File: src/rtl/core/ddmpw_pkg.sv
// Types, constants and the wheel drive function of the motor mixer block.
`timescale 1ns / 1ps

package ddmpw_pkg;

    // Register map indexes (byte address is four times the index).
    localparam logic [1:0] REG_HALF_TRACK    = 2'd0;
    localparam logic [1:0] REG_INV_MAX_SPEED = 2'd1;
    localparam logic [1:0] REG_DEADBAND      = 2'd2;
    localparam logic [1:0] REG_TIMEOUT_TICKS = 2'd3;

    // Register reset values.
    localparam logic [15:0] HALF_TRACK_RST    = 16'd6554;
    localparam logic [15:0] INV_MAX_SPEED_RST = 16'd914;
    localparam logic [12:0] DEADBAND_RST      = 13'd205;
    localparam logic [15:0] TIMEOUT_TICKS_RST = 16'd500;

    // Shared multiplier operand selection.
    localparam logic [1:0] MSEL_TURN  = 2'd0;
    localparam logic [1:0] MSEL_LEFT  = 2'd1;
    localparam logic [1:0] MSEL_RIGHT = 2'd2;

    // Full-scale normalized speed in Q1.12.
    localparam logic [12:0] ONE_Q12 = 13'd4096;

    // Commands from the controller to the datapath.
    typedef struct packed {
        logic       ld_in;
        logic [1:0] msel;
        logic       ld_prod;
        logic       ld_sum;
        logic       fin_left;
        logic       fin_right;
        logic       tick_commit;
        logic       out_load;
    } ddmpw_cmd_t;

    // Forward and reverse duty of one wheel.
    typedef struct packed {
        logic [7:0] fwd;
        logic [7:0] rev;
    } ddmpw_wheel_t;

    // Turns a scaled speed product (Q4.12 speed times Q8.8 gain) into duties:
    // floor shift by 8, clamp to one, deadband test, then magnitude * 255 >> 12.
    function automatic ddmpw_wheel_t wheel_drive(input logic signed [34:0] prod,
                                                 input logic [12:0] deadband);
        logic signed [26:0] n;
        logic [12:0]        mag;
        logic [20:0]        scaled;
        ddmpw_wheel_t       w;
        n = prod[34:8];
        if (n > 27'sd4096)
        begin
            mag = ONE_Q12;
        end
        else if (n < -27'sd4096)
        begin
            mag = ONE_Q12;
        end
        else if (n < 27'sd0)
        begin
            mag = 13'(-n);
        end
        else
        begin
            mag = 13'(n);
        end
        scaled = {mag, 8'd0} - {8'd0, mag};
        w.fwd = 8'd0;
        w.rev = 8'd0;
        if (mag > deadband)
        begin
            if (n > 27'sd0)
            begin
                w.fwd = scaled[19:12];
            end
            else
            begin
                w.rev = scaled[19:12];
            end
        end
        return w;
    endfunction

endpackage

File: src/rtl/core/diff_drive_motor_pwm_watchdog.sv
// A command is taken in IDLE and passes through MULP (turn product), SUMS (wheel speeds),
// MULL and MULR (wheel products) and FINR, which loads its result once the output register
// is free; a tick passes through TICK alone. No new request is taken until IDLE returns;
// the command path runs three products through one shared 18x17 multiplier.
// A finished result waits in the output register while the next request is taken.
// Reset (rst_n, asynchronous, active low) restores the register defaults, clears the
// tick counter and all duties, and empties the output register.
`timescale 1ns / 1ps

module diff_drive_motor_pwm_watchdog
    import ddmpw_pkg::*;
(
    input  logic        clk,
    input  logic        rst_n,
    input  logic        s_tvalid,
    output logic        s_tready,
    input  logic [31:0] s_tdata,   // linear_speed [15:0], turn_rate [31:16]
    input  logic        s_tuser,   // opcode [0]
    output logic        m_tvalid,
    input  logic        m_tready,
    output logic [39:0] m_tdata,   // left_fwd_duty [7:0], left_rev_duty [15:8],
                                   // right_fwd_duty [23:16], right_rev_duty [31:24],
                                   // cmd_active [32], zero [39:33]
    input  logic        psel,
    input  logic        penable,
    input  logic        pwrite,
    input  logic [3:0]  paddr,
    input  logic [31:0] pwdata,
    output logic [31:0] prdata,
    output logic        pready
);

    ddmpw_cmd_t cmd;

    assign pready = 1'b1;

    // Sequencer.
    ddmpw_ctrl u_ctrl (
        .clk      (clk),
        .rst_n    (rst_n),
        .s_tvalid (s_tvalid),
        .s_tready (s_tready),
        .s_tuser  (s_tuser),
        .m_tvalid (m_tvalid),
        .m_tready (m_tready),
        .cmd      (cmd)
    );

    // Arithmetic, state and register file.
    ddmpw_dp u_dp (
        .clk     (clk),
        .rst_n   (rst_n),
        .cmd     (cmd),
        .s_tdata (s_tdata),
        .m_tdata (m_tdata),
        .psel    (psel),
        .penable (penable),
        .pwrite  (pwrite),
        .paddr   (paddr),
        .pwdata  (pwdata),
        .prdata  (prdata)
    );

endmodule

File: src/rtl/core/ddmpw_ctrl.sv
// Sequencing state machine of the motor mixer block.
`timescale 1ns / 1ps

module ddmpw_ctrl
    import ddmpw_pkg::*;
(
    input  logic       clk,
    input  logic       rst_n,
    input  logic       s_tvalid,
    output logic       s_tready,
    input  logic       s_tuser,
    output logic       m_tvalid,
    input  logic       m_tready,
    output ddmpw_cmd_t cmd
);

    localparam logic [2:0] ST_IDLE = 3'd0;
    localparam logic [2:0] ST_MULP = 3'd1;
    localparam logic [2:0] ST_SUMS = 3'd2;
    localparam logic [2:0] ST_MULL = 3'd3;
    localparam logic [2:0] ST_MULR = 3'd4;
    localparam logic [2:0] ST_FINR = 3'd5;
    localparam logic [2:0] ST_TICK = 3'd6;

    logic [2:0] state_reg;
    logic [2:0] state_next;
    logic       out_valid_reg;
    logic       out_valid_next;
    logic       out_free;

    // The output slot can take a new result when empty or being drained.
    assign out_free = !out_valid_reg || m_tready;
    assign s_tready = (state_reg == ST_IDLE);
    assign m_tvalid = out_valid_reg;

    // Next state and command decode.
    always_comb
    begin
        state_next = state_reg;
        cmd        = '0;
        cmd.msel   = MSEL_TURN;
        case (state_reg)
            ST_IDLE:
            begin
                if (s_tvalid)
                begin
                    cmd.ld_in  = 1'b1;
                    state_next = s_tuser ? ST_TICK : ST_MULP;
                end
            end
            ST_MULP:
            begin
                cmd.msel    = MSEL_TURN;
                cmd.ld_prod = 1'b1;
                state_next  = ST_SUMS;
            end
            ST_SUMS:
            begin
                cmd.ld_sum = 1'b1;
                state_next = ST_MULL;
            end
            ST_MULL:
            begin
                cmd.msel    = MSEL_LEFT;
                cmd.ld_prod = 1'b1;
                state_next  = ST_MULR;
            end
            ST_MULR:
            begin
                cmd.msel     = MSEL_RIGHT;
                cmd.ld_prod  = 1'b1;
                cmd.fin_left = 1'b1;
                state_next   = ST_FINR;
            end
            ST_FINR:
            begin
                if (out_free)
                begin
                    cmd.fin_right = 1'b1;
                    cmd.out_load  = 1'b1;
                    state_next    = ST_IDLE;
                end
            end
            ST_TICK:
            begin
                if (out_free)
                begin
                    cmd.tick_commit = 1'b1;
                    cmd.out_load    = 1'b1;
                    state_next      = ST_IDLE;
                end
            end
            default:
            begin
                state_next = ST_IDLE;
            end
        endcase
    end

    // Output valid flag follows loads and drains.
    always_comb
    begin
        out_valid_next = out_valid_reg;
        if (cmd.out_load)
        begin
            out_valid_next = 1'b1;
        end
        else if (m_tready)
        begin
            out_valid_next = 1'b0;
        end
    end

    always_ff @(posedge clk or negedge rst_n)
    begin
        if (!rst_n)
        begin
            state_reg     <= ST_IDLE;
            out_valid_reg <= 1'b0;
        end
        else
        begin
            state_reg     <= state_next;
            out_valid_reg <= out_valid_next;
        end
    end

endmodule

File: src/rtl/core/ddmpw_dp.sv
// Datapath of the motor mixer block: registers, shared multiplier, duties, watchdog.
`timescale 1ns / 1ps

module ddmpw_dp
    import ddmpw_pkg::*;
(
    input  logic        clk,
    input  logic        rst_n,
    input  ddmpw_cmd_t  cmd,
    input  logic [31:0] s_tdata,
    output logic [39:0] m_tdata,
    input  logic        psel,
    input  logic        penable,
    input  logic        pwrite,
    input  logic [3:0]  paddr,
    input  logic [31:0] pwdata,
    output logic [31:0] prdata
);

    logic [15:0]        half_track_reg;
    logic [15:0]        inv_max_speed_reg;
    logic [12:0]        deadband_reg;
    logic [15:0]        timeout_ticks_reg;
    logic               cfg_wr;

    logic signed [15:0] lin_reg;
    logic signed [15:0] ang_reg;
    logic signed [17:0] vl_reg;
    logic signed [17:0] vr_reg;
    logic signed [17:0] vl_next;
    logic signed [17:0] vr_next;
    logic signed [16:0] p_turn;
    logic signed [34:0] prod_reg;
    logic signed [34:0] prod_next;
    logic signed [17:0] mul_a;
    logic signed [16:0] mul_b;

    logic [7:0]         duty_reg [4];
    logic [7:0]         duty_next [4];
    logic [16:0]        ticks_reg;
    logic [16:0]        ticks_next;
    logic               active_next;
    logic [39:0]        out_reg;
    ddmpw_wheel_t       wheel;

    // Register writes complete on the access cycle.
    assign cfg_wr = psel && penable && pwrite;

    always_ff @(posedge clk or negedge rst_n)
    begin
        if (!rst_n)
        begin
            half_track_reg    <= HALF_TRACK_RST;
            inv_max_speed_reg <= INV_MAX_SPEED_RST;
            deadband_reg      <= DEADBAND_RST;
            timeout_ticks_reg <= TIMEOUT_TICKS_RST;
        end
        else if (cfg_wr)
        begin
            case (paddr[3:2])
                REG_HALF_TRACK:    half_track_reg    <= pwdata[15:0];
                REG_INV_MAX_SPEED: inv_max_speed_reg <= pwdata[15:0];
                REG_DEADBAND:      deadband_reg      <= pwdata[12:0];
                REG_TIMEOUT_TICKS: timeout_ticks_reg <= pwdata[15:0];
                default:           ;
            endcase
        end
    end

    // Register read back.
    always_comb
    begin
        case (paddr[3:2])
            REG_HALF_TRACK:    prdata = {16'd0, half_track_reg};
            REG_INV_MAX_SPEED: prdata = {16'd0, inv_max_speed_reg};
            REG_DEADBAND:      prdata = {19'd0, deadband_reg};
            REG_TIMEOUT_TICKS: prdata = {16'd0, timeout_ticks_reg};
            default:           prdata = 32'd0;
        endcase
    end

    // Shared multiplier: turn rate by half track, then each wheel speed by the gain.
    always_comb
    begin
        case (cmd.msel)
            MSEL_LEFT:
            begin
                mul_a = vl_reg;
                mul_b = $signed({1'b0, inv_max_speed_reg});
            end
            MSEL_RIGHT:
            begin
                mul_a = vr_reg;
                mul_b = $signed({1'b0, inv_max_speed_reg});
            end
            default:
            begin
                mul_a = {{2{ang_reg[15]}}, ang_reg};
                mul_b = $signed({1'b0, half_track_reg});
            end
        endcase
        prod_next = mul_a * mul_b;
    end

    // Wheel speeds from the turn product floored to Q4.12.
    assign p_turn  = prod_reg[32:16];
    assign vl_next = {{2{lin_reg[15]}}, lin_reg} - {p_turn[16], p_turn};
    assign vr_next = {{2{lin_reg[15]}}, lin_reg} + {p_turn[16], p_turn};

    assign wheel = wheel_drive(prod_reg, deadband_reg);

    // Duty and watchdog state update.
    always_comb
    begin
        for (int i = 0; i < 4; i++)
        begin
            duty_next[i] = duty_reg[i];
        end
        ticks_next = ticks_reg;
        if (cmd.fin_left)
        begin
            duty_next[0] = wheel.fwd;
            duty_next[1] = wheel.rev;
        end
        if (cmd.fin_right)
        begin
            duty_next[2] = wheel.fwd;
            duty_next[3] = wheel.rev;
            ticks_next   = 17'd0;
        end
        if (cmd.tick_commit)
        begin
            if (!(&ticks_reg))
            begin
                ticks_next = ticks_reg + 17'd1;
            end
            if (ticks_next > {1'b0, timeout_ticks_reg})
            begin
                for (int i = 0; i < 4; i++)
                begin
                    duty_next[i] = 8'd0;
                end
            end
        end
        active_next = (ticks_next <= {1'b0, timeout_ticks_reg});
    end

    always_ff @(posedge clk or negedge rst_n)
    begin
        if (!rst_n)
        begin
            ticks_reg <= 17'd0;
            for (int i = 0; i < 4; i++)
            begin
                duty_reg[i] <= 8'd0;
            end
        end
        else
        begin
            ticks_reg <= ticks_next;
            for (int i = 0; i < 4; i++)
            begin
                duty_reg[i] <= duty_next[i];
            end
        end
    end

    // Payload registers: request capture, products, wheel speeds, result.
    always_ff @(posedge clk)
    begin
        if (cmd.ld_in)
        begin
            lin_reg <= s_tdata[15:0];
            ang_reg <= s_tdata[31:16];
        end
        if (cmd.ld_prod)
        begin
            prod_reg <= prod_next;
        end
        if (cmd.ld_sum)
        begin
            vl_reg <= vl_next;
            vr_reg <= vr_next;
        end
        if (cmd.out_load)
        begin
            out_reg <= {7'd0, active_next, duty_next[3], duty_next[2],
                        duty_next[1], duty_next[0]};
        end
    end

    assign m_tdata = out_reg;

endmodule

File: config.mk
export PLATFORM = sky130hd
export DESIGN_NAME = diff_drive_motor_pwm_watchdog
export DESIGN_NICKNAME = d
export VERILOG_FILES = /design/src/rtl/core/ddmpw_pkg.sv /design/src/rtl/core/diff_drive_motor_pwm_watchdog.sv /design/src/rtl/core/ddmpw_ctrl.sv /design/src/rtl/core/ddmpw_dp.sv
export SDC_FILE = /design/constraint.sdc
export NUM_CORES = 1
export LEC_CHECK = 0
export BUFFER_PORTS_ARGS = -buffer_cell sky130_fd_sc_hd__buf_2
export CORE_MARGIN = 1
export CORE_UTILIZATION = 59
export CTS_CLUSTER_DIAMETER = 60
export DETAILED_ROUTE_END_ITERATION = 12
export PLACE_DENSITY = 0.86
export SYNTH_ARGS = -nofsm -noshare
export SYNTH_HDL_FRONTEND = slang
export SYNTH_SLANG_ARGS = --single-unit
File: constraint.sdc
create_clock -name clk -period 11.16 [get_ports clk]
set_clock_uncertainty 0.05 [all_clocks]
set_input_delay 1.116 -clock clk [delete_from_list [all_inputs] [get_ports clk]]
set_output_delay 1.116 -clock clk [all_outputs]
set_load 0.02 [all_outputs]
# Word-level counts from Yosys, hierarchy flattened
# Index checks and enable logic that the tools add are counted.
# W data, S select, Z words.
[op_classes] n_addsub=5 multipliers=1 magnitude_cmp=7 eq_ne=13 muxes=33 n_reduce_logical=15
[ops] cell="$pmux W32 S4" count=1
[ops] cell="$mux W17" count=4
[ops] cell="$mux W16" count=4
[ops] cell="$mux W32" count=2
[ops] cell="$mux W13" count=3
[ops] cell="$pmux W18 S2" count=1
[ops] cell="$mul A18 B17 Y35" count=1
[ops] cell="$gt A27 B1 Y1 const B" count=1
[ops] cell="$gt A27 B14 Y1 const B" count=1
[ops] cell="$lt A27 B1 Y1 const B" count=1
[ops] cell="$lt A27 B13 Y1 const B" count=1
[ops] cell="$sub A20 B13 Y20" count=1
[ops] cell="$add A16 B17 Y18" count=1
[ops] cell="$pmux W3 S6" count=1
[ops] cell="$sub A16 B17 Y18" count=1
[ops] cell="$add A17 B1 Y17 const B" count=1
[ops] cell="$gt A17 B16 Y1" count=1
[ops] cell="$le A17 B16 Y1" count=1
[ops] cell="$reduce_and A17 Y1" count=1
[ops] cell="$mux W8" count=2
[ops] cell="$gt A13 B13 Y1" count=1
[ops] cell="$neg A13 Y13" count=1
[ops] cell="$reduce_and A2 Y1" count=5
[ops] cell="$eq A3 B3 Y1 const B" count=3
[ops] cell="other kinds (18)" count=34
[word_totals] ff_bits=250 inputBits=76 output_inout_bits=75 elab_cells=91

# Longest topological paths before layout
# Gate-level depths: netlist of run 1.
[depth] depth_word=10 depth_mapped=31 mapped_depth_nobuf=30

# Cells and area by module
# Synthesis of run 1 repeated with hierarchy kept, for this count alone.
[unflattened] hier_cells=2449 hier_area_um2=24001.8
[by_module_without_submodules] module="ddmpw_dp" n_inst=1 cells_each=2411 area_each_um2=23674.0 seq_area_each_um2=6595.1
[by_module_without_submodules] module="ddmpw_ctrl" n_inst=1 cells_each=36 area_each_um2=316.6 seq_area_each_um2=100.1
[by_module_without_submodules] module="diff_drive_motor_pwm_watchdog" n_inst=1 cells_each=2 area_each_um2=11.3 seq_area_each_um2=0.0

# Worst setup path after synthesis of run 1
# OpenSTA, ideal clock, no wires.
[synth_timing] path_kind="reg2reg" startpoint="reg u_ctrl.state_reg[1]" endpoint="reg u_dp.prod_reg[25], data pin" setup_ns=0.258 arrival_time_ns=7.488 required_time_ns=10.852 path_slack_ns=3.365 stages_incl_launch_ff=28 path_buffers=4 period_less_slack_ns=7.795 cell_sequence="dfrtp_1 > clkbuf_1 > nor3b_1 > clkbuf_1 > nor2_1 > clkbuf_1 > mux2_2 > clkbuf_1 > nand2_1 > fa_1 > fa_1 > fa_1 > inv_1 > fa_1 > fa_1 > inv_1 > fa_1 > inv_1 > ha_1 > and3_1 > a221o_1 > a21oi_1 > o22ai_1 > o31ai_1 > a21boi_0 > o21a_1 > nor2_1 > xnor2_1"
[synth_via] elab_chain_len=6 elab_cells_between_ends=10 classes_between="1 x mul; 5 x eq/ne; 3 x mux; 1 x reduce/logical"
[synth_lines] element="from (decl)" line="ddmpw_ctrl.sv:25" text="logic [2:0] state_reg;"
[synth_lines] element="from (signal assigned)" line="ddmpw_ctrl.sv:123" text="state_reg <= state_next;"
[synth_lines] element="$eq A3 B3 Y1, or another cell as far along" line="ddmpw_ctrl.sv:42" text="case (state_reg)"
[synth_lines] element="$pmux W3 S3 (*)" line="ddmpw_ctrl.sv:42"
[synth_lines] element="$eq A2 B1 Y1 or $eq A2 B2 Y1 (tied branches)" line="ddmpw_dp.sv:85" text="case (cmd.msel)"
[synth_lines] element="$reduce_or A2 Y1 (no line)"
[synth_lines] element="$mux W16" line="ddmpw_dp.sv:85"
[synth_lines] element="$mul A18 B17 Y35 (*)" line="ddmpw_dp.sv:102" text="prod_next = mul_a * mul_b;"
[synth_lines] element="named net u_dp.prod_next[25]" line="ddmpw_dp.sv:34" text="logic signed [34:0] prod_next;"
[synth_lines] element="to (signal assigned)" line="ddmpw_dp.sv:178" text="prod_reg <= prod_next;"
[synth_lines] element="to (decl)" line="ddmpw_dp.sv:33" text="logic signed [34:0] prod_reg;"
# The timed path passes the listed nets; every way through them passes the cells marked *.
# A chain may end at the register's enable or synchronous reset.

# Worst setup path after layout of run 1
[layout_timing] startpoint="reg u_ctrl.state_reg[0]" endpoint="reg u_dp.prod_reg[34], data pin"
# The elaborated chain is that of the path after synthesis.

==> results.py, run 1 <==
metrics = {
    "status": {
        "outcome": "complete, no violations",
    },
    "clock_network": {
        "cts_root_buf": "clkbuf_16",
        "worstSkewPairLatency_ps": 590,
        "clock_path_buffers": 3,
        "cts_setup_buffers": 0,
        "htreeDepth": 1,
        "post_cts_resized": 0,
        "cts_hold_buffers": 0,
        "cts_made_buffers": 28,
        "clk_pin_slew_ps": 60,
        "cts_sinks": 241,
        "cts_tree": "yes",
    },
    "placed_design": {
        "gp_congestion": 0.901,
        "port_buffers": 108,
        "place_area_um2": 24600,
        "dp.final_hpwl_um": 46000,
    },
    "yosys": {
        "synth_compound_area_share_pct": 8.31,
        "synth_edf_count": 127,
        "synth_fa_ha_area_share_pct": 34.0,
        "ys_ff_latch": 241,
        "synth.distinct_cells": 69,
        "synthArstFlopShare_pct": 47.3,
        "syn_inst": 2353,
        "synth_xor_xnor_area_share_pct": 2.78,
        "yosys_warnings": 0,
        "synth_top_family_by_area": "adder cells",
        "synth.area.mux_share_pct": 5.70,
        "yosys.area_share.simple_pct": 11.7,
        "ys_seq_area_share_pct": 28.3,
        "synth_area_per_cell_um2": 10.0,
        "syn_area_um2": 23600,
        "ys.flop_type": "edfxtp_1",
    },
    "floorplan": {
        "core_area_um2": 39100,
        "rows": 72,
        "die_area_um2": 40800,
        "ios": 151,
        "dieHeight_um": 202,
        "dieWidth_um": 202,
        "start_util_pct": 60.4,
    },
    "setup_path": {
        "worstSetupEndpointType": "flip-flop",
        "crit_top_cell": "fa_1",
        "arrival_ps": 9400,
        "max_stage_delay_ps": 780,
        "critPathLaunchType": "flip-flop",
        "rr_worst_depth": 27,
        "r2r_end": "u_dp.prod_reg[34]$_DFFE_PP_",
        "critPathSlowestCell": "nor2_2",
        "rrSetupSlack_ps": 2080,
        "crit_required_ps": 11480,
        "r2r_start": "u_ctrl.state_reg[0]$_DFFE_PN0P_",
        "path_class": "flip-flop to flip-flop",
        "critPathMaxFanout": 19,
    },
    "final_layout": {
        "final_nets": 2983,
        "num-fill-cells": 2868,
        "largest_reg_flops": 33,
        "design_area_um2": 25700,
        "multiInputGateArea_um2": 14900,
        "drive_above_1_share_pct": 12.3,
        "area_growth_pct": 8.69,
        "seq_area_um2": 6700,
    },
    "worst_hold_path": {
        "hp-class": "flip-flop to flip-flop",
        "hold_path_depth": 1,
        "worstHoldStart": "u_dp.duty_reg[29]$_DFF_PN0_",
        "whs_endpoint": "u_dp.duty_reg[29]$_DFF_PN0_",
    },
    "detailed_routing": {
        "drt_first_pass_iters": 6,
        "drc": 0,
        "num_vias": 17600,
        "routed_via_density": 5.91,
        "post_drt_wl_per_cell_um": 20.0,
        "first_iter_violations": 1362,
        "ant_nets": 0,
        "routed_wl_um": 59500,
    },
    "sta": {
        "fin_crit_ps": 9080,
        "worst_pin_slew_ps": 1300,
        "final_max_slew_viol_count": 0,
        "setup_tns_ps": 0,
        "maxSlewHeadroom_pct": 13.3,
        "setup_viol": 0,
        "rsz0062_at_grt": "no",
        "timing_hold_violations_final": 0,
        "max_freq_mhz": 110,
        "fin_crit_sh_pct": 81.3,
    },
    "flow_run": {
        "drv_cap": 0,
    },
    "global_route": {
        "grt_max_degree": 62,
        "antenna_found_initial": 0,
        "track_usage_pct": 29.9,
        "grt_pass1_vias": 18900,
        "gr-total-overflow": 0,
        "grt_pass1_wl_um": 96100,
    },
}
## layer usage
metal	GRT usage (%)	vias to the layer above	routed length, um
met5	0	-	0
met4	14.1	0	3250
met3	4.06	243	4070
met2	52.7	838	30000
met1	36.3	8798	22100
li1	-	7739	-
## how the worst max path moves through the flow
| stage | start | to | slack [ps] | cells after the start |
|---|---|---|---|---|
| finish | u_ctrl.state_reg[0]$_DFFE_PN0P_ | u_dp.prod_reg[34]$_DFFE_PP_ | 2080 | 27 |
| global route | u_ctrl.state_reg[0]$_DFFE_PN0P_ | u_dp.prod_reg[34]$_DFFE_PP_ | 1700 | 25 |
| CTS | u_ctrl.state_reg[0]$_DFFE_PN0P_ | u_dp.prod_reg[34]$_DFFE_PP_ | 2150 | 27 |
| floorplan | u_ctrl.state_reg[1]$_DFFE_PN0P_ | u_dp.prod_reg[25]$_DFFE_PP_ | 3360 | 27 |
| detailed placement | u_ctrl.state_reg[0]$_DFFE_PN0P_ | u_dp.prod_reg[34]$_DFFE_PP_ | 2270 | 27 |
| global placement | u_ctrl.state_reg[0]$_DFFE_PN0P_ | u_dp.prod_reg[34]$_DFFE_PP_ | 2510 | 25 |
## stage by stage
stage | worst slack [ps] | util [%] | hold slack (ps) | cells
after floorplan | 3360 | - | 417 | 2375
after global placement | 2510 | 63.0 | 436 | 2928
after detailed placement | 2270 | 63.0 | 438 | 2928
after CTS | 2150 | 65.7 | 458 | 2980
after global routing | 1700 | 65.7 | 472 | 2980
final | 2080 | 65.7 | 464 | 2981
## final cells by class
| class | count | share of cell area (%) |
|---|---|---|
| tap | 518 | 2.52 |
| multi-input combinational | 1583 | 58.0 |
| inverter | 462 | 6.75 |
| clock buffer | 33 | 2.92 |
| timing repair buffer | 124 | 2.58 |
| clock inverter | 19 | 1.14 |
| antenna | 1 | 0.00975 |
| sequential | 241 | 26.1 |
## layout by cell type, fill, tap and decap left out, types with 5 or more instances in the layout
cell,n
inv_1,462
fa_1,293
nand2_1,241
nor2_1,182
ha_1,174
edfxtp_1,127
buf_2,107
dfrtp_1,91
a21oi_1,86
mux2_2,74
xnor2_1,56
o21ai_0,52
nand3_1,44
a22o_1,38
a21o_1,32
clkbuf_16,29
nor3_1,27
conb_1,24
dfstp_2,23
mux2i_1,22
o21a_1,22
nand2b_1,19
xor2_1,19
nor2b_1,18
buf_4,17
nand4_1,15
and2_1,13
mux4_2,13
and3_1,10
nor4_1,9
or2_2,8
o31ai_1,7
a211oi_1,7
or3_1,6
bufinv_16,6
a221o_1,5
a31oi_1,5
## synthesized netlist by cell type (4+ instances only)
cell type	n	area (um2)
and4_1	4	35.0
a22o_1	38	333
o21ai_0	53	265
o21a_1	22	165
and3_1	10	62.6
o211a_1	4	40.0
a31oi_1	5	31.3
nand2b_1	19	119
nor2_1	183	687
nor3b_1	4	30.0
mux2_2	74	833
dfstp_2	23	604
buf_4	24	180
ha_1	174	2180
nor2b_1	18	113
clkbuf_1	54	203
a221o_1	5	50.1
nand4_1	15	93.8
or3_1	6	37.5
and2_1	13	81.3
a21o_1	32	240
mux2i_1	22	220
dfrtp_1	91	2280
nand2_1	241	905
fa_1	293	5870
or2_2	8	50.1
nor3_1	28	140
buf_1	10	37.5
o31ai_1	7	52.6
inv_1	462	1730
a211oi_1	7	52.6
a21oi_1	86	430
nor4_1	9	56.3
xor2_1	19	166
edfxtp_1	127	3810
o32ai_1	4	35.0
xnor2_1	56	490
nand3_1	44	220
mux4_2	13	293
## kinds of logic after synthesis
| group | Yosys count |
|---|---|
| buf+inv | 551 |
| other cells | 2 |
| simple gates | 614 |
| mux | 109 |
| flops | 241 |
| fa+ha+maj | 467 |
| xor+xnor | 75 |
| compound gates | 294 |
## critical path: cells and delay by family, from the launching register on
kind,cells,cell delay [ps]
multiplexers,1,210
AND/OR/NAND/NOR,7,2220
flip-flops,1,630
AO/OA/AOI/OAI,6,1460
adder cells (fa/ha/maj),7,3410
buffers and inverters,6,860
Power of run 1 is left out: the tool's default activity adds up to more than one toggle a clock period on the data nets, which glitch-free logic cannot reach.
==> run 2: changes to the inputs <==
--- a/config.mk
+++ b/config.mk
@@ -5,9 +5,10 @@
 export SDC_FILE = /design/constraint.sdc
 export NUM_CORES = 1
 export LEC_CHECK = 0
+export ABC_AREA = 1
 export BUFFER_PORTS_ARGS = -buffer_cell sky130_fd_sc_hd__buf_2
 export CORE_MARGIN = 1
-export CORE_UTILIZATION = 59
+export CORE_UTILIZATION = 57
 export CTS_CLUSTER_DIAMETER = 60
 export DETAILED_ROUTE_END_ITERATION = 12
 export PLACE_DENSITY = 0.86
==> constraint.sdc (replaced) <==
create_clock -name clk -period 7.9 [get_ports clk]
set_clock_uncertainty 0.05 [all_clocks]
set_input_delay 0.79 -clock clk [delete_from_list [all_inputs] [get_ports clk]]
set_output_delay 0.79 -clock clk [all_outputs]
set_load 0.02 [all_outputs]
==> results.py, run 2 <==
metrics = {
    "status": {
        "outcome": "complete, no violations",
    },
    "setup_path": {
        "crit_required_ps": 8120,
        "arrival_ps": 7730,
        "worstSetupEndpointType": "flip-flop",
        "path_class": "flip-flop to flip-flop",
        "critPathLaunchType": "flip-flop",
        "critPathMaxFanout": 21,
    },
    "floorplan": {
        "dieWidth_um": 211,
        "ios": 151,
        "dieHeight_um": 211,
        "die_area_um2": 44600,
        "rows": 76,
        "core_area_um2": 43100,
        "start_util_pct": 57.8,
    },
    "yosys": {
        "synth_area_per_cell_um2": 8.34,
        "ys_top_cells_by_count": "636 x inv_1, 565 x nand2_1, 293 x fa_1",
        "synth_edf_count": 127,
        "ys.flop_type": "edfxtp_1",
        "synth.distinct_cells": 55,
        "ys_seq_area_share_pct": 26.9,
        "synthArstFlopShare_pct": 47.3,
        "syn_inst": 2986,
        "synth_area_leader_cell": "fa_1",
        "syn_area_um2": 24900,
        "ys_ff_latch": 241,
        "synth_top_area_share_pct": 23.5,
        "yosys_warnings": 0,
        "synth_most_common_cell": "inv_1",
        "synth_area_leaders": "fa_1 24%, edfxtp_1 15%, inv_1 9.6%, dfrtp_1 9.1%, ha_1 8.7%",
    },
    "detailed_routing": {
        "post_drt_wl_per_cell_um": 16.8,
        "routed_via_density": 5.45,
        "first_iter_violations": 2020,
        "drt_first_pass_iters": 8,
        "num_vias": 20200,
        "routed_wl_um": 62300,
        "drc": 0,
        "ant_nets": 0,
    },
    "sta": {
        "worst_pin_slew_ps": 1000,
        "worst_slack_ps": 396,
        "max_freq_mhz": 133,
        "maxSlewHeadroom_pct": 33.1,
        "setup_viol": 0,
        "rsz0062_at_grt": "no",
        "timing_hold_violations_final": 0,
        "setup_tns_ps": 0,
        "fin_crit_ps": 7500,
        "fin_crit_sh_pct": 95.0,
        "final_max_slew_viol_count": 0,
    },
    "clock_network": {
        "cts_sinks": 241,
        "htreeDepth": 1,
        "cts_root_buf": "clkbuf_16",
        "clk_pin_slew_ps": 60,
        "clock_path_buffers": 3,
        "worstSkewPairLatency_ps": 550,
        "cts_tree": "yes",
        "cts_made_buffers": 26,
    },
    "final_layout": {
        "area_growth_pct": 8.79,
        "largest_reg_flops": 33,
        "layout_commonest_cell": "inv_1",
        "layout_common_cells": "631 x inv_1, 565 x nand2_1, 292 x fa_1, 263 x nor2_1, 174 x ha_1",
        "antenna_cells": 0,
        "final_nets": 3648,
        "drive_above_1_share_pct": 10.9,
    },
    "global_route": {
        "grt_max_degree": 60,
        "grt_pass1_wl_um": 102000,
        "track_usage_pct": 29.0,
        "gr-total-overflow": 0,
        "grt_pass1_vias": 20100,
        "antenna_found_initial": 0,
    },
    "placed_design": {
        "gp_congestion": 0.981,
        "port_buffers": 108,
        "dp.final_hpwl_um": 49700,
        "pre_cts_ws_ps": 195,
    },
    "worst_hold_path": {
        "hp-class": "primary input to asynchronous set/reset pin",
    },
    "flow_run": {
        "drv_cap": 0,
    },
}
-- run 2: changes by cell type after synthesis, moves of 33 or more --
| cell | previous run | this run |
|---|---|---|
| a21oi_1 | 86 | 151 |
| a22o_1 | 38 | 2 |
| buf_2 | 1 | 34 |
| inv_1 | 462 | 636 |
| mux2_2 | 74 | 0 |
| nand2_1 | 241 | 565 |
| nand3_1 | 44 | 120 |
| nor2_1 | 183 | 268 |
| o21ai_0 | 53 | 145 |
| xnor2_1 | 56 | 14 |
| xor2_1 | 19 | 52 |
-- run 2: final timing paths --
path	startpoint	end	slack, ps	cells after the start
setup / recovery	u_ctrl.state_reg[1]$_DFFE_PN0P_	u_dp.prod_reg[32]$_DFFE_PP_	400	26
hold / removal	rst_n	u_dp.timeout_ticks_reg[13]$_DFFE_PN0P_	250	1
setup reg to reg	u_ctrl.state_reg[1]$_DFFE_PN0P_	u_dp.prod_reg[32]$_DFFE_PP_	400	26
hold reg to reg	u_dp.half_track_reg[13]$_DFFE_PN0P_	u_dp.half_track_reg[13]$_DFFE_PN0P_	440	2
max in group asynchronous	rst_n	u_ctrl.state_reg[1]$_DFFE_PN0P_	6310	2
min in group clk	s_tdata[21]	u_dp.ang_reg[5]$_DFFE_PP_	360	1
-- run 2: area by class of cell --
type | count | area [um2]
Inverter | 656 | 2480
Clock inverter | 16 | 151
Sequential cell | 241 | 6700
Clock buffer | 31 | 669
Fill cell | 3498 | 16000
Tap cell | 585 | 732
Multi-Input combinational cell | 2004 | 15300
Timing Repair Buffer | 176 | 1070
-- run 2: what timing repair did --
action,in CTS,in global routing
gates resized for setup,0,9
buffers inserted,0,9
setup endpoints to repair,0,13
hold buffers,0,0
-- run 2: routing by layer --
layer / global-route usage, % / share of wire, % / vias up
met5: 0 / 0 / -
met4: 12.4 / 4.8 / 0
met3: 5.66 / 9.3 / 209
met2: 47.8 / 47 / 1011
met1: 37.5 / 39 / 9591
li1: - / - / 9394
-- run 2: stage by stage --
stage               cell area (um2)  util, %  hold WS [ps]  cells
floorplan                     25000        -           403   3008
global placement              26200     60.8           416   3653
detailed placement            26200     60.8           423   3653
CTS                           27000     62.7           245   3700
global route                  27100     62.9           288   3709
finish                        27100     62.9           251   3709
-- run 2: critical path, cell delays in order (launching register included) --
cell        delay, ps
dfrtp_1           420
nor2_1            240
nor2_2            100
inv_2              50
nand2_1           100
inv_4             280
buf_4             270
nand2_1            60
o21ai_1           210
buf_4             230
nand2_1            90
fa_1              580
fa_2              680
clkinvlp_4        220
buf_4             190
fa_1              540
fa_1              450
fa_1              540
inv_1              50
fa_1              530
inv_1              40
ha_1              370
a21oi_1           280
o21a_1            230
o221ai_1          130
a21oi_1           200
xor2_1            100
-- run 2: logic make-up (layout without fill, tap and decap cells) --
logic type      Yosys count  count (layout)  synth area share, %
other cells               2              24               0.0301
flops                   241             241                 26.9
buf+inv                 763             879                 12.1
mux                       1               1               0.0402
xor+xnor                 66              66                 2.32
fa+ha+maj               467             467                 32.3
simple gates           1070            1070                 18.2
compound gates          376             376                 8.15
Power of run 2 is left out for the same reason.
